==> src/hw/rtl/csrs_pkg.sv <==
// Shared constants, register codes and control structs of the span read splitter.
`timescale 1ns / 1ps

package csrs_pkg;

	// Segment configuration.
	localparam int MAX_SEGMENTS = 4;
	localparam int SEG_IDX_W    = 2;
	localparam int SEG_CNT_W    = 3;

	// Field widths.
	localparam int OFFSET_W = 48;
	localparam int COUNT_W  = 32;
	localparam int END_W    = OFFSET_W + 1;

	// Configuration port.
	localparam int CFG_IDX_W  = 3;
	localparam int CFG_DATA_W = 48;

	// Register indexes.
	localparam logic [CFG_IDX_W-1:0] REG_SEG_COUNT  = 3'd0;
	localparam logic [CFG_IDX_W-1:0] REG_SEG_SIZE_0 = 3'd1;
	localparam logic [CFG_IDX_W-1:0] REG_SEG_SIZE_1 = 3'd2;
	localparam logic [CFG_IDX_W-1:0] REG_SEG_SIZE_2 = 3'd3;
	localparam logic [CFG_IDX_W-1:0] REG_SEG_SIZE_3 = 3'd4;

	// Result status codes.
	localparam logic STATUS_OK    = 1'b0;
	localparam logic STATUS_RANGE = 1'b1;

	// Commands from the controller to the datapath.
	typedef struct packed {
		logic accept;
		logic walk;
		logic prep;
		logic skip;
		logic emit_err;
		logic emit_empty;
		logic emit_piece;
	} csrs_cmd_t;

	// Status from the datapath to the controller.
	typedef struct packed {
		logic found;
		logic fits;
		logic seg_last;
		logic size_zero;
		logic piece_last;
		logic count_zero;
		logic out_free;
	} csrs_stat_t;

endpackage

==> src/hw/rtl/csrs_regs.sv <==
// Configuration registers: segment count and segment sizes, with a size read port.
`timescale 1ns / 1ps

module csrs_regs (
	input  logic                              clk,
	input  logic                              arst_n,
	input  logic                              cfg_valid,
	output logic                              cfg_ready,
	input  logic [csrs_pkg::CFG_IDX_W-1:0]    cfg_index,
	input  logic [csrs_pkg::CFG_DATA_W-1:0]   cfg_data,
	input  logic [csrs_pkg::SEG_IDX_W-1:0]    rd_index,
	output logic [csrs_pkg::OFFSET_W-1:0]     rd_size,
	output logic [csrs_pkg::SEG_CNT_W-1:0]    seg_used
);
	import csrs_pkg::*;

	logic [SEG_CNT_W-1:0] seg_count_q;
	logic [OFFSET_W-1:0]  seg_size_q [MAX_SEGMENTS];
	logic [CFG_IDX_W-1:0] size_sel;

	// The port takes a write in every cycle.
	assign cfg_ready = 1'b1;
	assign size_sel  = cfg_index - REG_SEG_SIZE_0;

	// Register writes; unknown indexes are dropped.
	always_ff @(posedge clk or negedge arst_n) begin
		if (!arst_n) begin
			seg_count_q <= SEG_CNT_W'(1);
			for (int i = 0; i < MAX_SEGMENTS; i++) begin
				seg_size_q[i] <= '0;
			end
		end else if (cfg_valid && cfg_ready) begin
			unique case (cfg_index) inside
				REG_SEG_COUNT: begin
					seg_count_q <= cfg_data[SEG_CNT_W-1:0];
				end
				REG_SEG_SIZE_0, REG_SEG_SIZE_1, REG_SEG_SIZE_2, REG_SEG_SIZE_3: begin
					seg_size_q[size_sel[SEG_IDX_W-1:0]] <= cfg_data[OFFSET_W-1:0];
				end
				default: begin
				end
			endcase
		end
	end

	// Segments in use: zero counts as one, large values saturate.
	always_comb begin
		if (seg_count_q == '0) begin
			seg_used = SEG_CNT_W'(1);
		end else if (seg_count_q > SEG_CNT_W'(MAX_SEGMENTS)) begin
			seg_used = SEG_CNT_W'(MAX_SEGMENTS);
		end else begin
			seg_used = seg_count_q;
		end
	end

	assign rd_size = seg_size_q[rd_index];

endmodule

==> src/hw/rtl/csrs_dp.sv <==
// Datapath: segment walk, range check, piece arithmetic and the result register.
`timescale 1ns / 1ps

module csrs_dp (
	input  logic                              clk,
	input  logic                              arst_n,
	input  csrs_pkg::csrs_cmd_t               cmd,
	output csrs_pkg::csrs_stat_t              stat,
	input  logic [csrs_pkg::OFFSET_W-1:0]     start_offset,
	input  logic [csrs_pkg::COUNT_W-1:0]      byte_count,
	input  logic [csrs_pkg::OFFSET_W-1:0]     rd_size,
	input  logic [csrs_pkg::SEG_CNT_W-1:0]    seg_used,
	output logic [csrs_pkg::SEG_IDX_W-1:0]    rd_index,
	output logic                              out_valid,
	input  logic                              out_stall,
	output logic                              status,
	output logic [csrs_pkg::SEG_IDX_W-1:0]    segment_index,
	output logic [csrs_pkg::OFFSET_W-1:0]     segment_offset,
	output logic [csrs_pkg::COUNT_W-1:0]      piece_length,
	output logic                              last_piece
);
	import csrs_pkg::*;

	logic [OFFSET_W-1:0]  off_q;
	logic [END_W-1:0]     end_q;
	logic [COUNT_W-1:0]   count_q;
	logic [SEG_IDX_W-1:0] seg_q;
	logic [SEG_IDX_W-1:0] first_seg_q;
	logic                 found_q;
	logic                 fits_q;

	logic                 out_valid_q;
	logic                 status_q;
	logic [SEG_IDX_W-1:0] segment_index_q;
	logic [OFFSET_W-1:0]  segment_offset_q;
	logic [COUNT_W-1:0]   piece_length_q;
	logic                 last_piece_q;

	logic                 off_in_seg;
	logic                 end_in_seg;
	logic [OFFSET_W-1:0]  avail;
	logic                 piece_last;
	logic [COUNT_W-1:0]   piece_len;

	// Walk compares and piece length for the segment under seg_q.
	assign off_in_seg = off_q < rd_size;
	assign end_in_seg = end_q <= {1'b0, rd_size};
	assign avail      = rd_size - off_q;
	assign piece_last = {{(OFFSET_W-COUNT_W){1'b0}}, count_q} <= avail;
	assign piece_len  = piece_last ? count_q : avail[COUNT_W-1:0];

	assign rd_index        = seg_q;
	assign stat.found      = found_q;
	assign stat.fits       = fits_q;
	assign stat.seg_last   = {1'b0, seg_q} == (seg_used - SEG_CNT_W'(1));
	assign stat.size_zero  = rd_size == '0;
	assign stat.piece_last = piece_last;
	assign stat.count_zero = count_q == '0;
	assign stat.out_free   = !out_valid_q || !out_stall;

	// Request state: offset and end position walked down segment by segment.
	always_ff @(posedge clk) begin
		if (cmd.accept) begin
			off_q       <= start_offset;
			end_q       <= {1'b0, start_offset} + {{(END_W-COUNT_W){1'b0}}, byte_count};
			count_q     <= byte_count;
			seg_q       <= '0;
			first_seg_q <= '0;
			found_q     <= 1'b0;
			fits_q      <= 1'b0;
		end else if (cmd.walk) begin
			if (!found_q) begin
				if (off_in_seg) begin
					found_q     <= 1'b1;
					first_seg_q <= seg_q;
				end else begin
					off_q <= off_q - rd_size;
				end
			end
			if (!fits_q) begin
				if (end_in_seg) begin
					fits_q <= 1'b1;
				end else begin
					end_q <= end_q - {1'b0, rd_size};
				end
			end
			seg_q <= seg_q + SEG_IDX_W'(1);
		end else if (cmd.prep) begin
			seg_q <= first_seg_q;
		end else if (cmd.skip) begin
			seg_q <= seg_q + SEG_IDX_W'(1);
		end else if (cmd.emit_piece) begin
			count_q <= count_q - piece_len;
			off_q   <= '0;
			seg_q   <= seg_q + SEG_IDX_W'(1);
		end
	end

	// Result register valid flag.
	always_ff @(posedge clk or negedge arst_n) begin
		if (!arst_n) begin
			out_valid_q <= 1'b0;
		end else if (cmd.emit_err || cmd.emit_empty || cmd.emit_piece) begin
			out_valid_q <= 1'b1;
		end else if (!out_stall) begin
			out_valid_q <= 1'b0;
		end
	end

	// Result register payload.
	always_ff @(posedge clk) begin
		if (cmd.emit_err) begin
			status_q         <= STATUS_RANGE;
			segment_index_q  <= '0;
			segment_offset_q <= '0;
			piece_length_q   <= '0;
			last_piece_q     <= 1'b1;
		end else if (cmd.emit_empty) begin
			status_q         <= STATUS_OK;
			segment_index_q  <= first_seg_q;
			segment_offset_q <= off_q;
			piece_length_q   <= '0;
			last_piece_q     <= 1'b1;
		end else if (cmd.emit_piece) begin
			status_q         <= STATUS_OK;
			segment_index_q  <= seg_q;
			segment_offset_q <= off_q;
			piece_length_q   <= piece_len;
			last_piece_q     <= piece_last;
		end
	end

	assign out_valid      = out_valid_q;
	assign status         = status_q;
	assign segment_index  = segment_index_q;
	assign segment_offset = segment_offset_q;
	assign piece_length   = piece_length_q;
	assign last_piece     = last_piece_q;

	// At most one result is written per cycle.
	a_one_emit: assert property (@(posedge clk) disable iff (!arst_n)
		$onehot0({cmd.emit_err, cmd.emit_empty, cmd.emit_piece}))
		else $error("more than one result written in a cycle");

	// A result is written only when the result register can take it.
	a_emit_free: assert property (@(posedge clk) disable iff (!arst_n)
		(cmd.emit_err || cmd.emit_empty || cmd.emit_piece) |-> stat.out_free)
		else $error("result register overwritten");

	// Zero-size segments never yield a piece.
	a_no_empty_seg: assert property (@(posedge clk) disable iff (!arst_n)
		cmd.emit_piece |-> !stat.size_zero && !stat.count_zero)
		else $error("piece issued from an empty segment");

	// An error result is always a single, empty, final one.
	a_err_shape: assert property (@(posedge clk) disable iff (!arst_n)
		cmd.emit_err |=> out_valid_q && last_piece_q && piece_length_q == '0)
		else $error("malformed error result");

endmodule

==> src/hw/rtl/csrs_ctrl.sv <==
// Controller: sequences accept, segment walk, range decision and piece issue.
`timescale 1ns / 1ps

module csrs_ctrl (
	input  logic                 clk,
	input  logic                 arst_n,
	input  logic                 in_valid,
	output logic                 in_stall,
	input  csrs_pkg::csrs_stat_t stat,
	output csrs_pkg::csrs_cmd_t  cmd
);
	import csrs_pkg::*;

	typedef enum logic [1:0] {
		ST_IDLE,
		ST_WALK,
		ST_DECIDE,
		ST_EMIT
	} state_t;

	state_t state_q;
	state_t state_d;

	assign in_stall = state_q != ST_IDLE;

	// Next state and datapath commands.
	always_comb begin
		state_d = state_q;
		cmd     = '0;
		unique case (state_q)
			ST_IDLE: begin
				if (in_valid) begin
					cmd.accept = 1'b1;
					state_d    = ST_WALK;
				end
			end
			ST_WALK: begin
				if (stat.found && stat.fits) begin
					state_d = ST_DECIDE;
				end else begin
					cmd.walk = 1'b1;
					if (stat.seg_last) begin
						state_d = ST_DECIDE;
					end
				end
			end
			ST_DECIDE: begin
				if (!(stat.found && stat.fits)) begin
					if (stat.out_free) begin
						cmd.emit_err = 1'b1;
						state_d      = ST_IDLE;
					end
				end else if (stat.count_zero) begin
					if (stat.out_free) begin
						cmd.emit_empty = 1'b1;
						state_d        = ST_IDLE;
					end
				end else begin
					cmd.prep = 1'b1;
					state_d  = ST_EMIT;
				end
			end
			ST_EMIT: begin
				if (stat.size_zero) begin
					cmd.skip = 1'b1;
				end else if (stat.out_free) begin
					cmd.emit_piece = 1'b1;
					if (stat.piece_last) begin
						state_d = ST_IDLE;
					end
				end
			end
			default: begin
				state_d = ST_IDLE;
			end
		endcase
	end

	// State register.
	always_ff @(posedge clk or negedge arst_n) begin
		if (!arst_n) begin
			state_q <= ST_IDLE;
		end else begin
			state_q <= state_d;
		end
	end

endmodule

==> src/hw/rtl/concat_span_read_splitter.sv <==
// Top level of the concatenated-volume read splitter.
`timescale 1ns / 1ps

// A read request (start_offset, byte_count) on a volume of up to four segments
// laid end to end is transferred in once in_stall is low, checked against the
// volume length and split into one result per non-empty segment it touches,
// the final one marked by last_piece. A request that starts at or beyond the
// end of the volume, or runs past it, yields a single result with status 1;
// a zero-length request inside the volume yields one empty piece. One request
// is in work at a time. From its transfer in until its last result enters the
// output register, it goes through a segment walk, a decision and, when it is
// in range and not empty, the issue of its pieces. The walk visits segments
// in order, one size compare and subtract per cycle, at most the segments in
// use, and ends once it has located both the start and the end of the request
// or has visited the last segment in use. The decision writes any error or
// empty result. The issue steps over zero-size segments and writes one piece
// for each non-empty segment; every result write waits while out_stall holds
// a result in the output register. The next request
// is taken in the cycle after the last result enters the output register,
// even while that result still waits there. Configuration writes are accepted
// in every cycle and must be made while no request is in work.
module concat_span_read_splitter (
	input  logic                              clk,
	input  logic                              arst_n,
	input  logic                              cfg_valid,
	output logic                              cfg_ready,
	input  logic [csrs_pkg::CFG_IDX_W-1:0]    cfg_index,
	input  logic [csrs_pkg::CFG_DATA_W-1:0]   cfg_data,
	input  logic                              in_valid,
	output logic                              in_stall,
	input  logic [csrs_pkg::OFFSET_W-1:0]     start_offset,
	input  logic [csrs_pkg::COUNT_W-1:0]      byte_count,
	output logic                              out_valid,
	input  logic                              out_stall,
	output logic                              status,
	output logic [csrs_pkg::SEG_IDX_W-1:0]    segment_index,
	output logic [csrs_pkg::OFFSET_W-1:0]     segment_offset,
	output logic [csrs_pkg::COUNT_W-1:0]      piece_length,
	output logic                              last_piece
);
	import csrs_pkg::*;

	csrs_cmd_t            cmd;
	csrs_stat_t           stat;
	logic [SEG_IDX_W-1:0] rd_index;
	logic [OFFSET_W-1:0]  rd_size;
	logic [SEG_CNT_W-1:0] seg_used;

	// Configuration registers.
	csrs_regs u_regs (
		.clk       (clk),
		.arst_n    (arst_n),
		.cfg_valid (cfg_valid),
		.cfg_ready (cfg_ready),
		.cfg_index (cfg_index),
		.cfg_data  (cfg_data),
		.rd_index  (rd_index),
		.rd_size   (rd_size),
		.seg_used  (seg_used)
	);

	// Sequencer.
	csrs_ctrl u_ctrl (
		.clk      (clk),
		.arst_n   (arst_n),
		.in_valid (in_valid),
		.in_stall (in_stall),
		.stat     (stat),
		.cmd      (cmd)
	);

	// Address arithmetic and result register.
	csrs_dp u_dp (
		.clk            (clk),
		.arst_n         (arst_n),
		.cmd            (cmd),
		.stat           (stat),
		.start_offset   (start_offset),
		.byte_count     (byte_count),
		.rd_size        (rd_size),
		.seg_used       (seg_used),
		.rd_index       (rd_index),
		.out_valid      (out_valid),
		.out_stall      (out_stall),
		.status         (status),
		.segment_index  (segment_index),
		.segment_offset (segment_offset),
		.piece_length   (piece_length),
		.last_piece     (last_piece)
	);

endmodule
==> config.mk <==
export PLATFORM = sky130hd
export DESIGN_NAME = concat_span_read_splitter
export DESIGN_NICKNAME = d
export VERILOG_FILES = /design/src/hw/rtl/csrs_pkg.sv /design/src/hw/rtl/csrs_regs.sv /design/src/hw/rtl/csrs_dp.sv /design/src/hw/rtl/csrs_ctrl.sv /design/src/hw/rtl/concat_span_read_splitter.sv
export SDC_FILE = /design/constraint.sdc
export NUM_CORES = 1
export LEC_CHECK = 0
export BUFFER_PORTS_ARGS = -buffer_cell sky130_fd_sc_hd__buf_4
export CORE_AREA = 2 2 278 280
export DETAILED_ROUTE_END_ITERATION = 6
export DIE_AREA = 0 0 280 282
export GPL_ROUTABILITY_DRIVEN = 1
export PLACE_DENSITY_LB_ADDON = 0.25
export SYNTH_ARGS = -nofsm -noshare
export SYNTH_HDL_FRONTEND = slang
export SYNTH_HIERARCHICAL = 1
export SYNTH_SLANG_ARGS = --single-unit
==> constraint.sdc <==
create_clock -name clk -period 19.9 [get_ports clk]
set_clock_uncertainty 0.15 [all_clocks]
set_input_delay 0 -clock clk [delete_from_list [all_inputs] [get_ports clk]]
set_output_delay 0 -clock clk [all_outputs]
set_load 0.05 [all_outputs]
==> flow_summary.ini <==
[global_route]
use_met2_pct = 37.47
grt_max_degree = 139
grt_overflow_total = 0
busiest_layer = met2
grt_usage_pct = 25.15
use_met3_pct = 3.969
grt_pass1_wl_um = 152400
grt_pass1_vias = 24650
use_met1_pct = 37.41
antenna_found_initial = 1

[logic_synthesis]
synth_compound_area_share_pct = 18.56
synthMuxAreaShare_pct = 12.42
synth_area_per_cell_um2 = 9.417
synth-simple-area-share_pct = 13.73
yosys.cell_types.count = 103
synth_top_family_by_area = compound AO/OA/AOI/OAI gates
seq_area_frac_synth_pct = 35.30
async_reset_ff_share_pct = 47.48
synth-edff-count = 129
synth_xor_area_share_pct = 5.264
syn_area_mm2 = 0.03012
synth_cells = 3198
ys_seq_elements = 417
syn_nets = 3562
synthAdderAreaFrac_pct = 9.867
synth-main-ff-cell = dfrtp_1
synth.yosys.warnings = 6

[route]
wirelength_um = 101300
drtIter0Drc = 2286
drtAntennaViolNets = 0
drtPass1Iterations = 5
num_vias = 25760
vias_per_cell = 5.727
drc_errors = 0
routedWlPerCell_um = 22.51

[critical_path]
slowest_stage = mux4_2
end_kind = register
crit_required_ns = 20.09
path_common_cell = a21o_1
r2r-end = u_dp/count_q[27]
regToRegSetupSlack_ns = 8.05
timing.rr.start = u_dp/rd_index[0]
crit_type = reg -> reg
cp.arrival_ns = 12.05
cp-start-kind = register
cp_max_fo = 32
endpoint = u_dp/count_q[27]
startpoint = u_dp/rd_index[0]
critPathMaxStageDelay_ns = 0.64
r2r_cells = 44

[sta]
tns_ns = 0
tightest_slew_ns = 1.246
maxSlewHeadroom_pct = 16.28
setup_viol = 0
max_freq_ghz = 0.08436
rsz0062_at_grt = false
finalCriticalPeriod_ns = 11.85
final_hold_viol_count = 0
timing.final.crit_share_pct = 59.57
drv_slew = 0

[finish]
multi_input_area_mm2 = 0.01806
nFillCells = 7200
seq_area_mm2 = 0.01064
final_common_cell = nand2_1
syn2layout_area_growth_pct = 18.18
drive_above_1_share_pct = 18.13
layout_common_cells = nand2_1, a21oi_1, buf_4
layout.nets = 3843

[placement]
hpwlAfterDp_um = 76450
io_buffers = 221
place.gp.congestion = 0.9766

[clock_network]
cts_tree = done
path_clk_slew_ns = 0.06
ctsResizeCount = 0
cts_root_buf = clkbuf_16
numCtsBuffers = 48
cts_buffer_depth = 3
clock_latency_ns = 0.62
cts.sinks = 417
htree_levels = 2

[floorplan]
die_w_um = 280
core_mm2 = 0.07570
die_area_mm2 = 0.07896
die-height_um = 282
ios = 223
num_rows = 101
initial_core_util_pct = 39.78

[flow_run]
cap_violations = 0

[min_path]
hp-class = in -> reg

[run_status]
status = finished, final reports clean
## flip-flops by register name, summed over array words and instances, names as in the netlist
name,cells
u_dp/status,1
u_dp/out_valid,1
u_dp/found_q,1
u_dp/count_q,32
u_dp/rd_index,2
u_dp/end_q,49
u_dp/off_q,48
u_dp/first_seg_q,2
u_dp/last_piece,1
u_regs/seg_count_q,3
u_dp/segment_index,2
u_dp/fits_q,1
u_dp/piece_length,32
u_dp/segment_offset,48
u_regs/seg_size_q,192
u_ctrl/state_q,2
## timing repair
item / in CTS / in global routing
buffers inserted: 0 / 0
hold endpoints to repair: 386 / 0
hold buffers: 137 / 0
## routing by layer
metal | part of all wire (%) | vias to the layer above
met5 | 0 | -
met2 | 42 | 931
met1 | 48 | 12580
met3 | 7.3 | 127
met4 | 2.9 | 0
li1 | - | 12120
## worst max-delay path: cells and delay by family (launching register included)
family,cells,cell delay (ns)
adders and majority gates,5,1.35
and+or+nand+nor,9,1.88
buffers and inverters,6,1.34
AOI/OAI and AO/OA,22,5.22
DFF,1,0.62
muxes,1,0.64
xor gates and xnor gates,1,0.28
## how the worst min path moves through the flow
stage / start / to / slack, ns / depth (start not counted)
finish: cfg_data[39] / u_regs/seg_size_q[183] / 0.05 / 3
global placement: arst_n / u_ctrl/state_q[0] / -0.11 / 1
floorplan: arst_n / u_ctrl/state_q[0] / -0.45 / 0
detailed placement: arst_n / u_ctrl/state_q[0] / -0.11 / 1
CTS: cfg_data[37] / u_regs/seg_size_q[133] / 0.01 / 3
global route: cfg_data[42] / u_regs/seg_size_q[90] / 0.04 / 3
## cell usage after synthesis (all sizes together), types with 8 or more instances
master | count | area share, %
mux2i | 13 | 0.43
dfrtp | 197 | 16
xnor2 | 122 | 3.5
or2 | 21 | 0.44
nor3 | 55 | 0.93
o21a | 30 | 0.75
a21oi | 295 | 4.9
o211ai | 21 | 0.52
o2111ai | 8 | 0.23
dfxtp | 90 | 6.0
a211o | 9 | 0.26
a31oi | 13 | 0.27
o21bai | 25 | 0.62
maj3 | 8 | 0.27
nor2 | 227 | 2.9
and2 | 18 | 0.37
a221oi | 10 | 0.33
or3 | 14 | 0.29
a21boi | 22 | 0.55
buf | 58 | 1.3
nor2b | 26 | 0.54
or4 | 8 | 0.21
o21ai | 190 | 3.2
a31o | 8 | 0.23
inv | 195 | 2.4
nand3 | 34 | 0.57
nor3b | 10 | 0.28
edfxtp | 129 | 13
clkbuf | 92 | 1.1
a211oi | 44 | 1.1
mux4 | 48 | 3.6
nor4 | 26 | 0.56
xor2 | 59 | 1.7
ha | 223 | 9.3
and3 | 14 | 0.30
nand2b | 30 | 0.62
mux2 | 198 | 8.4
o31ai | 33 | 0.86
a21o | 94 | 2.3
nand4 | 43 | 0.89
a2111oi | 11 | 0.32
nand2 | 334 | 4.2
a311oi | 11 | 0.32
## layout make-up
class                      instances  area share [%]
multi-input combinational       2436           50.76
sequential                       417           29.89
timing repair buffer             381           9.102
clock buffer                      65           3.930
tap                              978           3.438
inverter                         195           2.057
clock inverter                    25          0.8226
antenna                            1        0.007031
## cell families after synthesis
family                   count (synthesis)
AND/OR/NAND/NOR                        882
flip-flops                             417
other                                    1
multiplexers                           259
buffers and inverters                  345
adder cells (fa/ha/maj)                236
AO/OA/AOI/OAI                          877
XOR/XNOR                               181
## metrics by stage
stage          instance area, um^2  setup WS (ns)  utilization, %  hold slack [ns]  cells
2_1_floorplan                30120          9.819               -          -0.4456   3198
3_3_place_gp                 32510          8.320           42.94          -0.1053   4270
3_5_place_dp                 32510          8.136           42.94          -0.1055   4270
4_1_cts                      35590          8.120           47.01          0.01347   4497
5_1_grt                      35590          7.145           47.02          0.03813   4498
6_report                     35590          8.046           47.02          0.04568   4498
Power is not shown: default switching activity piles up to over one toggle a cycle in this logic, so the estimate is an artifact.
